## config.mk

```make
export PLATFORM = sky130hd
export DESIGN_NAME = key_value_line_tokenizer
export DESIGN_NICKNAME = d
export VERILOG_FILES = /design/src/rtl/core/kvlt_pkg.sv /design/src/rtl/core/kvlt_front.sv /design/src/rtl/core/kvlt_fifo.sv /design/src/rtl/core/kvlt_back.sv /design/src/rtl/core/key_value_line_tokenizer.sv
export SDC_FILE = /design/constraint.sdc
export NUM_CORES = 1
export LEC_CHECK = 0
export BUFFER_PORTS_ARGS = -buffer_cell sky130_fd_sc_hd__buf_4
export CAP_MARGIN = 15
export CORE_MARGIN = 1.5
export CORE_UTILIZATION = 50
export CTS_BUF_LIST = sky130_fd_sc_hd__clkbuf_2 sky130_fd_sc_hd__clkbuf_4 sky130_fd_sc_hd__clkbuf_8
export DETAILED_ROUTE_END_ITERATION = 10
export GPL_ROUTABILITY_DRIVEN = 0
export GPL_TIMING_DRIVEN = 0
export PLACE_DENSITY_LB_ADDON = 0.05
export REMOVE_ABC_BUFFERS = 1
export SLEW_MARGIN = 20
export SYNTH_ARGS = -nofsm -noshare
export SYNTH_HDL_FRONTEND = slang
export SYNTH_HIERARCHICAL = 1
export SYNTH_SLANG_ARGS = --single-unit
```

## constraint.sdc

```tcl
create_clock -name clk_i -period 6.2 [get_ports clk_i]
set_input_delay 0.31 -clock clk_i [delete_from_list [all_inputs] [get_ports clk_i]]
set_output_delay 0.31 -clock clk_i [all_outputs]
set_load 0.1 [all_outputs]
```

## src/rtl/core/kvlt_pkg.sv

```systemverilog
// Package of shared constants and types for the key/value line tokenizer.
package kvlt_pkg;

  localparam int unsigned MaxText  = 131072;
  localparam int unsigned CharBits = 16;
  localparam int unsigned ChW      = 16;
  localparam int unsigned PosW     = 17;

  localparam int unsigned PosCapInt =
      ((MaxText - 1) < 131071) ? (MaxText - 1) : 131071;
  localparam logic [PosW-1:0] PosCap = PosW'(PosCapInt);

  localparam int unsigned FifoAw    = 1;
  localparam int unsigned FifoDepth = 2 ** FifoAw;

  typedef enum logic [2:0] {
    ClsOther,
    ClsAlnum,
    ClsBlank,
    ClsEq,
    ClsEol
  } char_class_e;

  typedef struct packed {
    char_class_e     cls;
    logic [PosW-1:0] idx;
    logic            trunc;
    logic            last;
  } kvlt_word_t;

endpackage

```

## src/rtl/core/kvlt_front.sv

```systemverilog
// Front end: accepts characters, classifies them and tags them with their position.
module kvlt_front import kvlt_pkg::*; (
  input  logic            clk_i,
  input  logic            rst_ni,
  input  logic            in_valid_i,
  output logic            in_ready_o,
  input  logic [ChW-1:0]  ch_i,
  input  logic            last_char_i,
  output logic            word_valid_o,
  input  logic            word_ready_i,
  output kvlt_word_t      word_o
);

  localparam logic [CharBits-1:0] ChEqual = CharBits'(8'h3D);
  localparam logic [CharBits-1:0] ChSpace = CharBits'(8'h20);
  localparam logic [CharBits-1:0] ChTab   = CharBits'(8'h09);
  localparam logic [CharBits-1:0] ChCr    = CharBits'(8'h0D);
  localparam logic [CharBits-1:0] ChLf    = CharBits'(8'h0A);
  localparam logic [CharBits-1:0] Ch0     = CharBits'(8'h30);
  localparam logic [CharBits-1:0] Ch9     = CharBits'(8'h39);
  localparam logic [CharBits-1:0] ChUA    = CharBits'(8'h41);
  localparam logic [CharBits-1:0] ChUZ    = CharBits'(8'h5A);
  localparam logic [CharBits-1:0] ChLa    = CharBits'(8'h61);
  localparam logic [CharBits-1:0] ChLz    = CharBits'(8'h7A);

  logic [PosW-1:0]     pos_q, pos_d;
  logic                full_q, full_d;
  logic                ovf_q, ovf_d;
  logic [CharBits-1:0] c;
  logic                accept;
  logic                trunc;
  char_class_e         cls;

  assign c      = ch_i[CharBits-1:0];
  assign accept = in_valid_i & word_ready_i;
  assign trunc  = ovf_q | full_q;

  always_comb begin
    if (c == ChCr || c == ChLf) begin
      cls = ClsEol;
    end else if (c == ChSpace || c == ChTab) begin
      cls = ClsBlank;
    end else if (c == ChEqual) begin
      cls = ClsEq;
    end else if ((c >= Ch0 && c <= Ch9) || (c >= ChUA && c <= ChUZ) ||
                 (c >= ChLa && c <= ChLz)) begin
      cls = ClsAlnum;
    end else begin
      cls = ClsOther;
    end
  end

  assign in_ready_o   = word_ready_i;
  assign word_valid_o = in_valid_i;
  assign word_o       = '{cls: cls, idx: pos_q, trunc: trunc, last: last_char_i};

  // Saturate the position; restart numbering after the end of a text.
  always_comb begin
    pos_d  = pos_q;
    full_d = full_q;
    ovf_d  = ovf_q;
    if (accept) begin
      if (last_char_i) begin
        pos_d  = '0;
        full_d = 1'b0;
        ovf_d  = 1'b0;
      end else begin
        ovf_d = trunc;
        if (pos_q >= PosCap) begin
          full_d = 1'b1;
        end else begin
          pos_d = pos_q + PosW'(1);
        end
      end
    end
  end

  always_ff @(posedge clk_i or negedge rst_ni) begin
    if (!rst_ni) begin
      pos_q  <= '0;
      full_q <= 1'b0;
      ovf_q  <= 1'b0;
    end else begin
      pos_q  <= pos_d;
      full_q <= full_d;
      ovf_q  <= ovf_d;
    end
  end

  a_last_restarts: assert property (@(posedge clk_i) disable iff (!rst_ni)
      accept && last_char_i |=> pos_q == '0 && !ovf_q && !full_q)
    else $error("position not restarted after end of text");

  a_pos_capped: assert property (@(posedge clk_i) disable iff (!rst_ni)
      pos_q <= PosCap)
    else $error("position beyond cap");

endmodule

```

## src/rtl/core/kvlt_fifo.sv

```systemverilog
// Short queue that decouples the front end from the back end.
module kvlt_fifo import kvlt_pkg::*; (
  input  logic       clk_i,
  input  logic       rst_ni,
  input  logic       push_valid_i,
  output logic       push_ready_o,
  input  kvlt_word_t push_word_i,
  output logic       pop_valid_o,
  input  logic       pop_ready_i,
  output kvlt_word_t pop_word_o
);

  kvlt_word_t          mem_q [FifoDepth];
  logic [FifoAw-1:0]   wr_q, wr_d, rd_q, rd_d;
  logic [FifoAw:0]     cnt_q, cnt_d;
  logic                push, pop;

  assign push_ready_o = (cnt_q != (FifoAw+1)'(FifoDepth));
  assign pop_valid_o  = (cnt_q != '0);
  assign pop_word_o   = mem_q[rd_q];
  assign push         = push_valid_i & push_ready_o;
  assign pop          = pop_valid_o & pop_ready_i;

  always_comb begin
    wr_d  = push ? wr_q + FifoAw'(1) : wr_q;
    rd_d  = pop ? rd_q + FifoAw'(1) : rd_q;
    cnt_d = cnt_q;
    if (push && !pop) begin
      cnt_d = cnt_q + (FifoAw+1)'(1);
    end else if (pop && !push) begin
      cnt_d = cnt_q - (FifoAw+1)'(1);
    end
  end

  always_ff @(posedge clk_i) begin
    if (push) begin
      mem_q[wr_q] <= push_word_i;
    end
  end

  always_ff @(posedge clk_i or negedge rst_ni) begin
    if (!rst_ni) begin
      wr_q  <= '0;
      rd_q  <= '0;
      cnt_q <= '0;
    end else begin
      wr_q  <= wr_d;
      rd_q  <= rd_d;
      cnt_q <= cnt_d;
    end
  end

  a_count_bounded: assert property (@(posedge clk_i) disable iff (!rst_ni)
      cnt_q <= (FifoAw+1)'(FifoDepth))
    else $error("queue count overflow");

  a_count_tracks: assert property (@(posedge clk_i) disable iff (!rst_ni)
      push && !pop |=> cnt_q == $past(cnt_q) + (FifoAw+1)'(1))
    else $error("queue count did not advance on push");

endmodule

```

## src/rtl/core/kvlt_back.sv

```systemverilog
// Back end: tracks line state, picks the splitter and registers the result.
module kvlt_back import kvlt_pkg::*; (
  input  logic            clk_i,
  input  logic            rst_ni,
  input  logic            word_valid_i,
  output logic            word_ready_o,
  input  kvlt_word_t      word_i,
  output logic            out_valid_o,
  input  logic            out_ready_i,
  output logic [PosW-1:0] key_start_o,
  output logic [PosW-1:0] key_len_o,
  output logic [PosW-1:0] value_start_o,
  output logic [PosW-1:0] value_len_o,
  output logic            truncated_o
);

  typedef struct packed {
    logic            in_line;
    logic            first_alnum;
    logic            recent_eq;
    logic [3:0]      flags;      // last valid, last has value, prev valid, prev has value
    logic [PosW-1:0] line_start;
    logic [PosW-1:0] last_nb;
    logic [PosW-1:0] last_key_end;
    logic [PosW-1:0] last_val_first;
    logic [PosW-1:0] prev_key_end;
    logic [PosW-1:0] prev_val_first;
  } line_t;

  line_t           line_q, line_d, upd, fin;
  logic            pop, is_eol, blank, do_finish, ok;
  logic [PosW-1:0] key_end, val_first;
  logic            out_valid_q, out_valid_d;
  logic [PosW-1:0] key_start_q, key_len_q, value_start_q, value_len_q;
  logic            trunc_q;

  assign word_ready_o = !out_valid_q || out_ready_i;
  assign pop          = word_valid_i & word_ready_o;
  assign is_eol       = (word_i.cls == ClsEol);
  assign blank        = (word_i.cls == ClsBlank);

  // Line state after a non line-end character.
  always_comb begin
    upd = line_q;
    if (!line_q.in_line) begin
      upd             = '0;
      upd.in_line     = 1'b1;
      upd.first_alnum = (word_i.cls == ClsAlnum);
      upd.line_start  = word_i.idx;
      upd.last_nb     = word_i.idx;
      upd.last_key_end   = line_q.last_key_end;
      upd.last_val_first = line_q.last_val_first;
      upd.prev_key_end   = line_q.prev_key_end;
      upd.prev_val_first = line_q.prev_val_first;
    end else begin
      if (!blank) begin
        if (upd.flags[0] && !upd.flags[1]) begin
          upd.last_val_first = word_i.idx;
          upd.flags[1]       = 1'b1;
        end
        if (upd.flags[2] && !upd.flags[3]) begin
          upd.prev_val_first = word_i.idx;
          upd.flags[3]       = 1'b1;
        end
      end
      if (word_i.cls == ClsEq) begin
        upd.prev_key_end   = upd.last_key_end;
        upd.prev_val_first = upd.last_val_first;
        upd.flags          = {upd.flags[1:0], 2'b01};
        upd.last_key_end   = line_q.last_nb;
        upd.last_val_first = '0;
      end
      if (!blank) begin
        upd.last_nb = word_i.idx;
      end
      upd.recent_eq = (word_i.cls == ClsEq);
    end
  end

  // A line ends on CR/LF (old state) or on the final character (updated state).
  assign fin       = is_eol ? line_q : upd;
  assign do_finish = is_eol ? line_q.in_line : word_i.last;

  always_comb begin
    ok        = 1'b0;
    key_end   = '0;
    val_first = '0;
    if (fin.flags[0] && !fin.recent_eq) begin
      ok        = fin.flags[1];
      key_end   = fin.last_key_end;
      val_first = fin.last_val_first;
    end else if (fin.flags[2]) begin
      ok        = fin.flags[3];
      key_end   = fin.prev_key_end;
      val_first = fin.prev_val_first;
    end
    ok = ok & fin.first_alnum;
  end

  always_comb begin
    line_d = line_q;
    if (pop) begin
      if (is_eol || word_i.last) begin
        line_d = '0;
      end else begin
        line_d = upd;
      end
    end
  end

  always_comb begin
    out_valid_d = out_valid_q;
    if (out_ready_i) begin
      out_valid_d = 1'b0;
    end
    if (pop && do_finish && ok) begin
      out_valid_d = 1'b1;
    end
  end

  always_ff @(posedge clk_i) begin
    if (pop && do_finish && ok) begin
      key_start_q   <= fin.line_start;
      key_len_q     <= key_end - fin.line_start + PosW'(1);
      value_start_q <= val_first;
      value_len_q   <= fin.last_nb - val_first + PosW'(1);
      trunc_q       <= word_i.trunc;
    end
  end

  always_ff @(posedge clk_i or negedge rst_ni) begin
    if (!rst_ni) begin
      line_q      <= '0;
      out_valid_q <= 1'b0;
    end else begin
      line_q      <= line_d;
      out_valid_q <= out_valid_d;
    end
  end

  assign out_valid_o   = out_valid_q;
  assign key_start_o   = key_start_q;
  assign key_len_o     = key_len_q;
  assign value_start_o = value_start_q;
  assign value_len_o   = value_len_q;
  assign truncated_o   = trunc_q;

  a_lens_nonzero: assert property (@(posedge clk_i) disable iff (!rst_ni)
      out_valid_o |-> key_len_o != '0 && value_len_o != '0)
    else $error("empty key or value emitted");

  a_line_cleared: assert property (@(posedge clk_i) disable iff (!rst_ni)
      pop && (is_eol || word_i.last) |=> !line_q.in_line && line_q.flags == '0)
    else $error("line state not cleared at line end");

endmodule

```

## src/rtl/core/key_value_line_tokenizer.sv

```systemverilog
// A result is registered at the edge that pops its line-ending word from the
// queue, which that word enters at the edge where it is accepted.
// Throughput: one character word per cycle, sustained, while results are taken;
// the two-entry queue and the output register let either side stall alone.
// Reset (rst_ni low, asynchronous): position, line state, queue and output valid
// clear; a new text starts at position zero.
module key_value_line_tokenizer import kvlt_pkg::*; (
  input  logic            clk_i,
  input  logic            rst_ni,
  input  logic            in_valid_i,
  output logic            in_ready_o,
  input  logic [ChW-1:0]  ch_i,
  input  logic            last_char_i,
  output logic            out_valid_o,
  input  logic            out_ready_i,
  output logic [PosW-1:0] key_start_o,
  output logic [PosW-1:0] key_len_o,
  output logic [PosW-1:0] value_start_o,
  output logic [PosW-1:0] value_len_o,
  output logic            truncated_o
);

  // Front to queue: classified word tagged with its position and overflow flag.
  logic       f_valid, f_ready;
  kvlt_word_t f_word;

  // Queue to back end.
  logic       b_valid, b_ready;
  kvlt_word_t b_word;

  // Classify each character and number it; saturate the position counter.
  kvlt_front u_front (
    .clk_i        (clk_i),
    .rst_ni       (rst_ni),
    .in_valid_i   (in_valid_i),
    .in_ready_o   (in_ready_o),
    .ch_i         (ch_i),
    .last_char_i  (last_char_i),
    .word_valid_o (f_valid),
    .word_ready_i (f_ready),
    .word_o       (f_word)
  );

  // Hold words while the back end waits on a stalled result.
  kvlt_fifo u_fifo (
    .clk_i        (clk_i),
    .rst_ni       (rst_ni),
    .push_valid_i (f_valid),
    .push_ready_o (f_ready),
    .push_word_i  (f_word),
    .pop_valid_o  (b_valid),
    .pop_ready_i  (b_ready),
    .pop_word_o   (b_word)
  );

  // Track the splitter candidates of the current line and emit accepted lines.
  kvlt_back u_back (
    .clk_i         (clk_i),
    .rst_ni        (rst_ni),
    .word_valid_i  (b_valid),
    .word_ready_o  (b_ready),
    .word_i        (b_word),
    .out_valid_o   (out_valid_o),
    .out_ready_i   (out_ready_i),
    .key_start_o   (key_start_o),
    .key_len_o     (key_len_o),
    .value_start_o (value_start_o),
    .value_len_o   (value_len_o),
    .truncated_o   (truncated_o)
  );

endmodule

```

==> flow_summary.ini, run 1 <==
[drt]
wire_per_inst_um = 20.1
dr.pass1.iters = 7
viasPerCell = 6.06
ant_nets = 0
wirelength_um = 30500
vias = 9198
drt_iter0_markers = 803
drc = 0

[power]
pwr-share-comb = 0.464
power.share.switching = 0.398
total_power_mw = 7.22
p_clk_frac = 0.217
cellPowerDensity_mw_per_mm2 = 486
irDropWorstVdd_mv = 0.358
p_int_mw = 4.34
netSwitchingPower_mw = 2.88
seqPwrFrac = 0.319
p_leak_nw = 6.27

[yosys]
synthArstFlopShare = 0.541
synth.most_common_cell = dfrtp_1
ys_ff_latch = 246
seq_area_frac_synth = 0.518
postSynthCellCount = 1067
synth_ff_type = dfrtp_1
synth_edf_count = 113
synthTopCellsByCount = dfrtp_1 (133), a22o_1 (118), edfxtp_1 (113)
yosysTopAreaCell = edfxtp_1
synthTopCellsByArea = edfxtp_1 (26%), dfrtp_1 (26%), a22o_1 (8.0%)
synth.avg_cell_area_um2 = 12.2
synth_top_area_frac = 0.261
yosysUniqueCellTypes = 96
synth_area_mm2 = 0.0130
yosysWarningCount = 6

[grt]
grt_max_degree = 87
antenna_found_initial = 0
grt-ovfl-total = 0
first_global_vias = 8948
gr-usage-all-layers = 0.231
grt_pass1_wl_um = 48400

[cells_and_area]
design_area_mm2 = 0.0149
fill_cells = 2159
syn_to_final_growth_pct = 14.4
n_antenna_cell = 0
utilization = 0.587
layout-drive-gt1-share = 0.226
final_net_count = 1243

[clock_network]
clk_pin_slew_ps = 60
worstSkewPairLatency_ps = 550
cts_tree = built
root_buffer = clkbuf_8
numCtsBuffers = 42
cts_sinks = 246
clk_path_buf_depth = 3
cts_max_level = 2

[timing]
slew_viol_final = 0
slew_headroom = 0.234
worst_pin_slew_ps = 1150
finalClockSkew_ps = 16.8
rsz0062_at_grt = no
finalHoldViolCount = 0
post-route-period-util = 0.942
fin_crit_ps = 5840
setup_viol = 0
max_clock_freq_mhz = 171
fin_setup_tns_ps = 0

[die]
die-area_mm2 = 0.0269
die_w_um = 164
die_h_um = 164
placement_rows = 58
initial_core_util = 0.512
core_area_mm2 = 0.0253
num_io_pins = 92

[setup_path]
cp_data_required_time_ps = 6470
critPathKind = reg2reg
r2r_cells = 15
max_stage_delay_ps = 890
cp.arrival_ps = 6120
cp-start-kind = flop
critPathSlowestCell = nor4_4
r2r-start = u_fifo/rd_q
ff2ff_setup_slack_ps = 360
crit_fanout = 23
cp_cell_sequence = mux2_2 -> nor3b_4 -> buf_4 -> nor4_4 -> a22oi_1 -> nor2_1 -> a221oi_1 -> ha_1 -> ha_1 -> and3_1 -> a2111oi_4 -> a21oi_2 -> a31oi_1 -> o311ai_0 -> xor2_1
crit_top_cell = ha_1
critPathCaptureType = flop
r2r_end = u_back/value_len_o[16]

[outcome]
status = finished clean

[run]
max_cap_violations = 0

[placed_design]
dp_hpwl_um = 20300
place_area_mm2 = 0.0139
place.port_buffers = 91

[worst_hold_path]
hold_class = in2reg
hp-start = out_ready_i
hold_end = u_back/out_valid_o
hold_path_depth = 3
[metal layers]
metal | GRT usage | share of wire | vias up
li1 | - | - | 4326
met2 | 0.377 | 0.48 | 232
met5 | 0 | 0 | -
met4 | 0.0599 | 0.018 | 0
met1 | 0.322 | 0.46 | 4601
met3 | 0.0351 | 0.050 | 39
[through the flow]
step	setup WS, ps	hold slack, ps	cells
floorplan	-158	14.4	1008
global placement	-2750	475	1429
detailed placement	-986	252	1437
CTS	259	19.4	1517
global route	27.6	55.0	1518
finish	357	46.1	1518
[critical path: cells and delay by family, from the launching register on]
kind / cells / cell delay (ps)
XOR/XNOR: 1 / 230
AO/OA/AOI/OAI: 6 / 1580
AND/OR/NAND/NOR: 4 / 1480
multiplexers: 1 / 530
flip-flops: 1 / 760
adder cells (fa/ha/maj): 2 / 720
buffers and inverters: 1 / 240
[cell families (layout without fill, tap and decap cells)]
logic type	after synthesis	after routing	synth area share
compound gates	333	333	0.203
xor+xnor	44	44	0.0297
fa+ha+maj	67	67	0.0657
buf+inv	92	212	0.0360
flops	246	246	0.518
mux	57	57	0.0486
simple gates	228	229	0.0996
[state kept, by name (all words and copies together), names as in the netlist]
register / cells
u_back/out_valid_o: 1
u_back/key_len_o: 17
u_fifo/rd_q: 1
u_fifo/mem_q: 44
u_front/ovf_q: 1
u_front/full_q: 1
u_back/truncated_o: 1
u_back/line_q: 109
u_fifo/cnt_q: 2
u_back/value_start_o: 17
u_back/value_len_o: 17
u_fifo/wr_q: 1
u_front/pos_q: 17
u_back/key_start_o: 17
[placed cells by master (no fill, tap or decap), types with 5 or more instances in the layout]
master    count
nand2b_1      9
xor2_1       13
a22oi_1      18
nor3_1       13
nor2b_1      12
inv_1        33
nor2_1       76
o21bai_1      5
a221oi_1     13
edfxtp_1    113
mux2_2       40
clkbuf_8     53
o21ai_0      19
and2_1        6
buf_4        91
a221o_1      14
a31oi_1       8
buf_6         5
nand3_1       9
nand2_1      35
mux2i_1      15
xnor2_1      31
o22ai_1      18
nand4_1       7
nor4_1        8
a21o_1       15
nor2_2        5
a21oi_1      45
a22o_1      118
ha_1         65
clkbuf_4     15
dfrtp_1     131
a211oi_1      8
[power by group through the flow]
stage	Clock (mW)	Combinational, mW	Sequential [mW]
final	1.57	3.35	2.30
after global routing	1.68	3.71	2.33
after CTS	1.61	3.36	2.30
after detailed placement	0	3.32	2.33
after global placement	0	3.21	2.35
after floorplan	0	2.46	2.29
[worst max path at each step]
stage                      from  depth (start not counted)  slack [ps]                     end
floorplan           u_fifo/rd_q                          5        -160     u_back/key_len_o[0]
global placement    u_fifo/rd_q                          5       -2750   u_back/key_start_o[6]
detailed placement  u_fifo/rd_q                         14        -990  u_back/value_len_o[16]
CTS                 u_fifo/rd_q                         14         260  u_back/value_len_o[16]
global route        u_fifo/rd_q                         15          30  u_back/value_len_o[16]
finish              u_fifo/rd_q                         15         360  u_back/value_len_o[16]
[what timing repair did]
| action | CTS | global route |
|---|---|---|
| pin swaps | 1 | 1 |
| cloned | 0 | 1 |
| endpoints found under the setup margin | 17 | 1 |
| endpoints found under the hold margin | 51 | 0 |
| setup buffers | 1 | 0 |
| gates resized for setup | 2 | 1 |
| hold buffers | 2 | 0 |
[final cells by class]
class	instances	area (um^2)	area share
well taps	330	413	0.0278
clock buffers	68	842	0.0567
multi-input cells	730	5840	0.393
repair buffers	102	837	0.0564
flip-flops and latches	246	6720	0.453
inverters	33	124	0.00834
clock inverters	9	77.6	0.00522
No activity file was read; power rests on OpenSTA's default activity.
==> inputs of run 2 (changes only) <==
Settings changed: CORE_UTILIZATION 50 to 25.
==> flow_summary.ini, run 2 (same netlist as run 1, synthesis figures left out) <==
[placed_design]
place.port_buffers = 91
dp.cells = 1788
dp_hpwl_um = 25700

[timing]
slew_viol_final = 0
post-route-period-util = 0.932
max_clock_freq_mhz = 173
slew_headroom = 0.350
finalHoldViolCount = 0
fin_setup_tns_ps = 0
setup_viol = 0
fin_crit_ps = 5780
rsz0062_at_grt = no
worst_pin_slew_ps = 973
finalClockSkew_ps = 30.7

[cells_and_area]
reg_top3 = u_back/line_q: 109 flops, u_fifo/mem_q: 44 flops
regMostFlops = u_back/line_q
syn_to_final_growth_pct = 20.5
fill_cells = 5333
layout_commonest_cell = dfrtp_1
final_net_count = 1258
largest_reg_flops = 109
layout-drive-gt1-share = 0.236
layout_common_cells = dfrtp_1 (131), a22o_1 (118), edfxtp_1 (113), buf_4 (92), nor2_1 (76)
final_cells = 1892

[power]
total_power_mw = 7.78
p_leak_nw = 6.45
cellPowerDensity_mw_per_mm2 = 497
irDropWorstVdd_mv = 0.160

[clock_network]
cts_max_level = 2
cts_sinks = 246
numCtsBuffers = 49
worstSkewPairLatency_ps = 620
clk_pin_slew_ps = 60
clk_path_buf_depth = 3
root_buffer = clkbuf_8
cts_tree = built

[drt]
vias = 9270
wire_per_inst_um = 20.4
wirelength_um = 38500
dr.pass1.iters = 5
ant_nets = 0
drc = 0
viasPerCell = 4.90
drt_iter0_markers = 500

[grt]
gr-usage-all-layers = 0.146
antenna_found_initial = 0
grt_max_degree = 68
grt-ovfl-total = 0
grt_pass1_wl_um = 59300
first_global_vias = 9412

[die]
die_w_um = 231
num_io_pins = 92
initial_core_util = 0.253
die_h_um = 231
die-area_mm2 = 0.0533
core_area_mm2 = 0.0513
placement_rows = 83

[setup_path]
max_stage_delay_ps = 730
critPathSlowestCell = dfrtp_2
r2r-start = u_fifo/rd_q
critPathCaptureType = flop
cp.arrival_ps = 6130
cp_cell_sequence = mux2_2 -> nor3b_4 -> o211a_4 -> a21oi_2 -> nor2_4 -> a221oi_1 -> ha_1 -> ha_1 -> and3_1 -> a2111oi_4 -> a21oi_2 -> a31oi_1 -> o311ai_0 -> xor2_1
setup.worst_path.end = u_back/value_len_o[16]
r2r_end = u_back/value_len_o[16]
ff2ff_setup_slack_ps = 420
r2r_cells = 14
cp_data_required_time_ps = 6550
startpoint = u_fifo/rd_q
critPathKind = reg2reg
cp-start-kind = flop
crit_fanout = 29

[run]
max_cap_violations = 0

[outcome]
status = finished clean

[worst_hold_path]
hold_class = in2reg
## run 2: cell count changes in the layout (fill, tap and decap cells not counted), moves of 2 or more
cell,delta
dlygate4sd3_1,+6
clkbuf_8,+7
bufinv_16,+3
clkbuf_4,+3
clkinv_2,+3
nor2_4,+2
nor2_2,-3
## run 2: power breakdown
| part | internal, mW | switching [mW] |
|---|---|---|
| combinational | 1.37 | 2.17 |
| sequential | 2.11 | 0.198 |
| clock | 1.15 | 0.776 |
| total | 4.63 | 3.15 |
## run 2: worst min-delay path by stage
stage,end,cells past startpoint,slack [ps],startpoint
finish,u_fifo/mem_q[1][19],3,160,ch_i[6]
global route,u_fifo/mem_q[1][19],3,130,ch_i[4]
CTS,u_fifo/mem_q[0][19],3,90,ch_i[6]
detailed placement,u_back/line_q[87],1,330,rst_ni
global placement,u_fifo/cnt_q[1],1,470,u_fifo/cnt_q[1]
floorplan,u_back/line_q[0],0,10,rst_ni
## run 2: routing by layer
layer / track usage / wire (um) / vias up
met5: 0 / 0 / -
li1: - / - / 4337
met3: 0.0242 / 1630 / 59
met2: 0.237 / 18200 / 205
met1: 0.198 / 17900 / 4669
met4: 0.0447 / 811 / 0
## run 2: timing repair
item,in CTS,in global routing
hold buffers,8,0
gates resized for setup,2,5
setup buffers,2,0
endpoints found under the hold margin,77,0
setup endpoints to repair,24,9
pin swaps,1,0
## run 2: through the flow
step	hold slack, ps	area (um^2)	util	setup WS (ps)
3_5_place_dp	335	14400	0.280	-1260
5_1_grt	131	15600	0.305	34.7
3_3_place_gp	473	14200	0.276	-3640
2_1_floorplan	14.4	12600	-	-158
4_1_cts	87.3	15600	0.304	56.9
6_report	156	15600	0.305	423
## run 2: cell type report
class / count / area (um^2) / share of cell area
clock buffers: 78 / 961 / 0.0614
inverters: 33 / 124 / 0.00792
repair buffers: 111 / 947 / 0.0606
diodes: 1 / 2.50 / 0.000160
well taps: 680 / 851 / 0.0544
flip-flops and latches: 246 / 6720 / 0.430
multi-input cells: 729 / 5860 / 0.375
clock inverters: 14 / 170 / 0.0109
## run 2: critical path, delay by kind of cell, from the launching register on
kind	cells	cell delay, ps
mux	1	580
simple gates	3	1110
xor+xnor	1	230
compound gates	7	2080
fa+ha+maj	2	710
flops	1	730
==> inputs of run 3 (changes only) <==
Settings changed: ABC_AREA set to 1, CORE_UTILIZATION 25 to 63.
==> flow_summary.ini, run 3 <==
[grt]
antenna_found_initial = 0
grt_max_degree = 75
grt_pass1_wl_um = 58300
gr-usage-all-layers = 0.309
grt-ovfl-total = 0
first_global_vias = 11834

[setup_path]
critPathCaptureType = flop
critPathKind = reg2reg
cp_data_required_time_ps = 6510
cp.arrival_ps = 6240
crit_top_cell = nand2_1
r2r_cells = 23
r2r_end = u_back/value_len_o[16]
r2r-start = u_fifo/rd_q
cp-start-kind = flop
max_stage_delay_ps = 660
critPathSlowestCell = dfrtp_2
cp_cell_sequence = inv_2 -> nand2_1 -> nand2_1 -> inv_2 -> nand3_4 -> inv_8 -> nand2_1 -> nand3_4 -> nand3_4 -> a21oi_1 -> nand2_1 -> nand2_1 -> inv_2 -> ha_1 -> ha_1 -> a21oi_1 -> nand2_1 -> a21boi_0 -> o21ai_0 -> a21oi_1 -> inv_1 -> nand2_1 -> nand2_1
ff2ff_setup_slack_ps = 270
crit_fanout = 43

[cells_and_area]
fill_cells = 1697
syn_to_final_growth_pct = 13.3
layout_common_cells = nand2_1 (494), inv_1 (198), o21ai_0 (197), dfrtp_1 (131), edfxtp_1 (113)
multi_input_area_mm2 = 0.00635
regMostFlops = u_back/line_q
layout-drive-gt1-share = 0.118
n_antenna_cell = 0
regArea_mm2 = 0.00672
largest_reg_flops = 109
final_net_count = 1895
design_area_mm2 = 0.0161
reg_top3 = u_back/line_q: 109 flops, u_fifo/mem_q: 44 flops
layout_commonest_cell = nand2_1

[clock_network]
cts_setup_buffers = 0
cts_sinks = 246
numCtsBuffers = 43
clk_path_buf_depth = 3
worstSkewPairLatency_ps = 550
root_buffer = clkbuf_8
cts_tree = built
cts_max_level = 2
clk_pin_slew_ps = 60

[timing]
rsz0062_at_grt = no
finalClockSkew_ps = 21.3
slew_viol_final = 0
fin_ws_ps = 267
worst_pin_slew_ps = 1170
fin_crit_ps = 5930
setup_viol = 0
post-route-period-util = 0.957
finalHoldViolCount = 0
slew_headroom = 0.218
max_clock_freq_mhz = 169
fin_setup_tns_ps = 0

[drt]
wire_per_inst_um = 17.1
vias = 12439
dr.pass1.iters = 9
drt_iter0_markers = 1281
wirelength_um = 36400
drc = 9
viasPerCell = 5.87
ant_nets = 0

[yosys]
yosysWarningCount = 6
synth.most_common_cell = nand2_1
synth.avg_cell_area_um2 = 8.17
seq_area_frac_synth = 0.473
synth_area_mm2 = 0.0142
synthArstFlopShare = 0.541
ys_ff_latch = 246
synth_top_area_frac = 0.239
synth_edf_count = 113
synthTopCellsByCount = nand2_1 (494), inv_1 (199), o21ai_0 (197)
synth_ff_type = dfrtp_1
synthTopCellsByArea = edfxtp_1 (24%), dfrtp_1 (23%), nand2_1 (13%)
yosysUniqueCellTypes = 46
yosysTopAreaCell = edfxtp_1
postSynthCellCount = 1742

[outcome]
violations = design-rule violations
status = finished with violations

[worst_hold_path]
hold_class = in2reg
hold_path_depth = 3
hold_end = u_front/ovf_q
hp-start = in_valid_i

[placed_design]
dp_hpwl_um = 23700
place_area_mm2 = 0.0151
place_ws_ps = -1200
place.port_buffers = 91

[die]
num_io_pins = 92
die_w_um = 153
initial_core_util = 0.648
die-area_mm2 = 0.0235
core_area_mm2 = 0.0220
die_h_um = 153
placement_rows = 54

[run]
max_cap_violations = 0
## run 3: changes by cell type after synthesis, sizes merged, moves of 20 or more
cell,change
a22o,-118
nand2,+461
inv,+183
o21ai,+199
a21oi,+32
o22ai,+55
clkbuf,+23
nand3,+56
xnor2,-20
mux2,-42
## run 3: cell families (layout without fill, tap and decap cells)
kind of cell | Yosys count | after routing | share of synthesized area
and+or+nand+nor | 662 | 665 | 0.193
AOI/OAI and AO/OA | 429 | 429 | 0.167
buffers and inverters | 303 | 398 | 0.0869
DFF | 246 | 246 | 0.473
adders and majority gates | 67 | 67 | 0.0600
xor gates and xnor gates | 35 | 35 | 0.0215
## run 3: final cells by class
type | count | share of cell area
flip-flops and latches | 246 | 0.417
clock inverters | 17 | 0.00792
repair buffers | 102 | 0.0593
well taps | 280 | 0.0217
clock buffers | 61 | 0.0482
multi-input cells | 1196 | 0.394
inverters | 218 | 0.0515
## run 3: through the flow
step                 util  hold WS [ps]  cells
floorplan               -          14.4   1657
global placement    0.676           485   2028
detailed placement  0.690           288   2038
CTS                 0.733          45.9   2118
global route        0.734          77.9   2120
finish              0.734          79.5   2120
## run 3: how the worst max path moves through the flow
stage,start,cells after the start,to
2_1_floorplan,u_back/out_valid_o,5,u_back/line_q[104]
3_3_place_gp,u_fifo/cnt_q[0],7,u_back/line_q[42]
3_5_place_dp,u_fifo/rd_q,23,u_back/value_len_o[16]
4_1_cts,u_fifo/rd_q,23,u_back/value_len_o[16]
5_1_grt,u_fifo/rd_q,23,u_back/value_len_o[16]
6_report,u_fifo/rd_q,23,u_back/value_len_o[16]
## run 3: what timing repair did
| action | 4_1_cts | 5_1_grt |
|---|---|---|
| setup endpoints to repair | 28 | 4 |
| endpoints found under the hold margin | 60 | 0 |
| cloned | 1 | 2 |
| hold buffers | 1 | 0 |
| pin swaps | 0 | 3 |
| resized for setup | 5 | 0 |
## run 3: worst max-delay path: cells and delay by family, from the launching register on
| kind | cells | cell delay (ps) |
|---|---|---|
| compound gates | 5 | 1380 |
| fa+ha+maj | 2 | 660 |
| buf+inv | 5 | 980 |
| flops | 1 | 660 |
| simple gates | 11 | 1970 |
## run 3: layer usage
layer / wire [um] / global-route usage / share of wire
met3: 2570 / 0.0479 / 0.071
met1: 14700 / 0.390 / 0.40
met2: 18200 / 0.540 / 0.50
met4: 909 / 0.111 / 0.025
met5: 0 / 0 / 0
Power of run 3 is left out: the tool's default activity adds up to more than one toggle a clock period on the data nets, which glitch-free logic cannot reach.
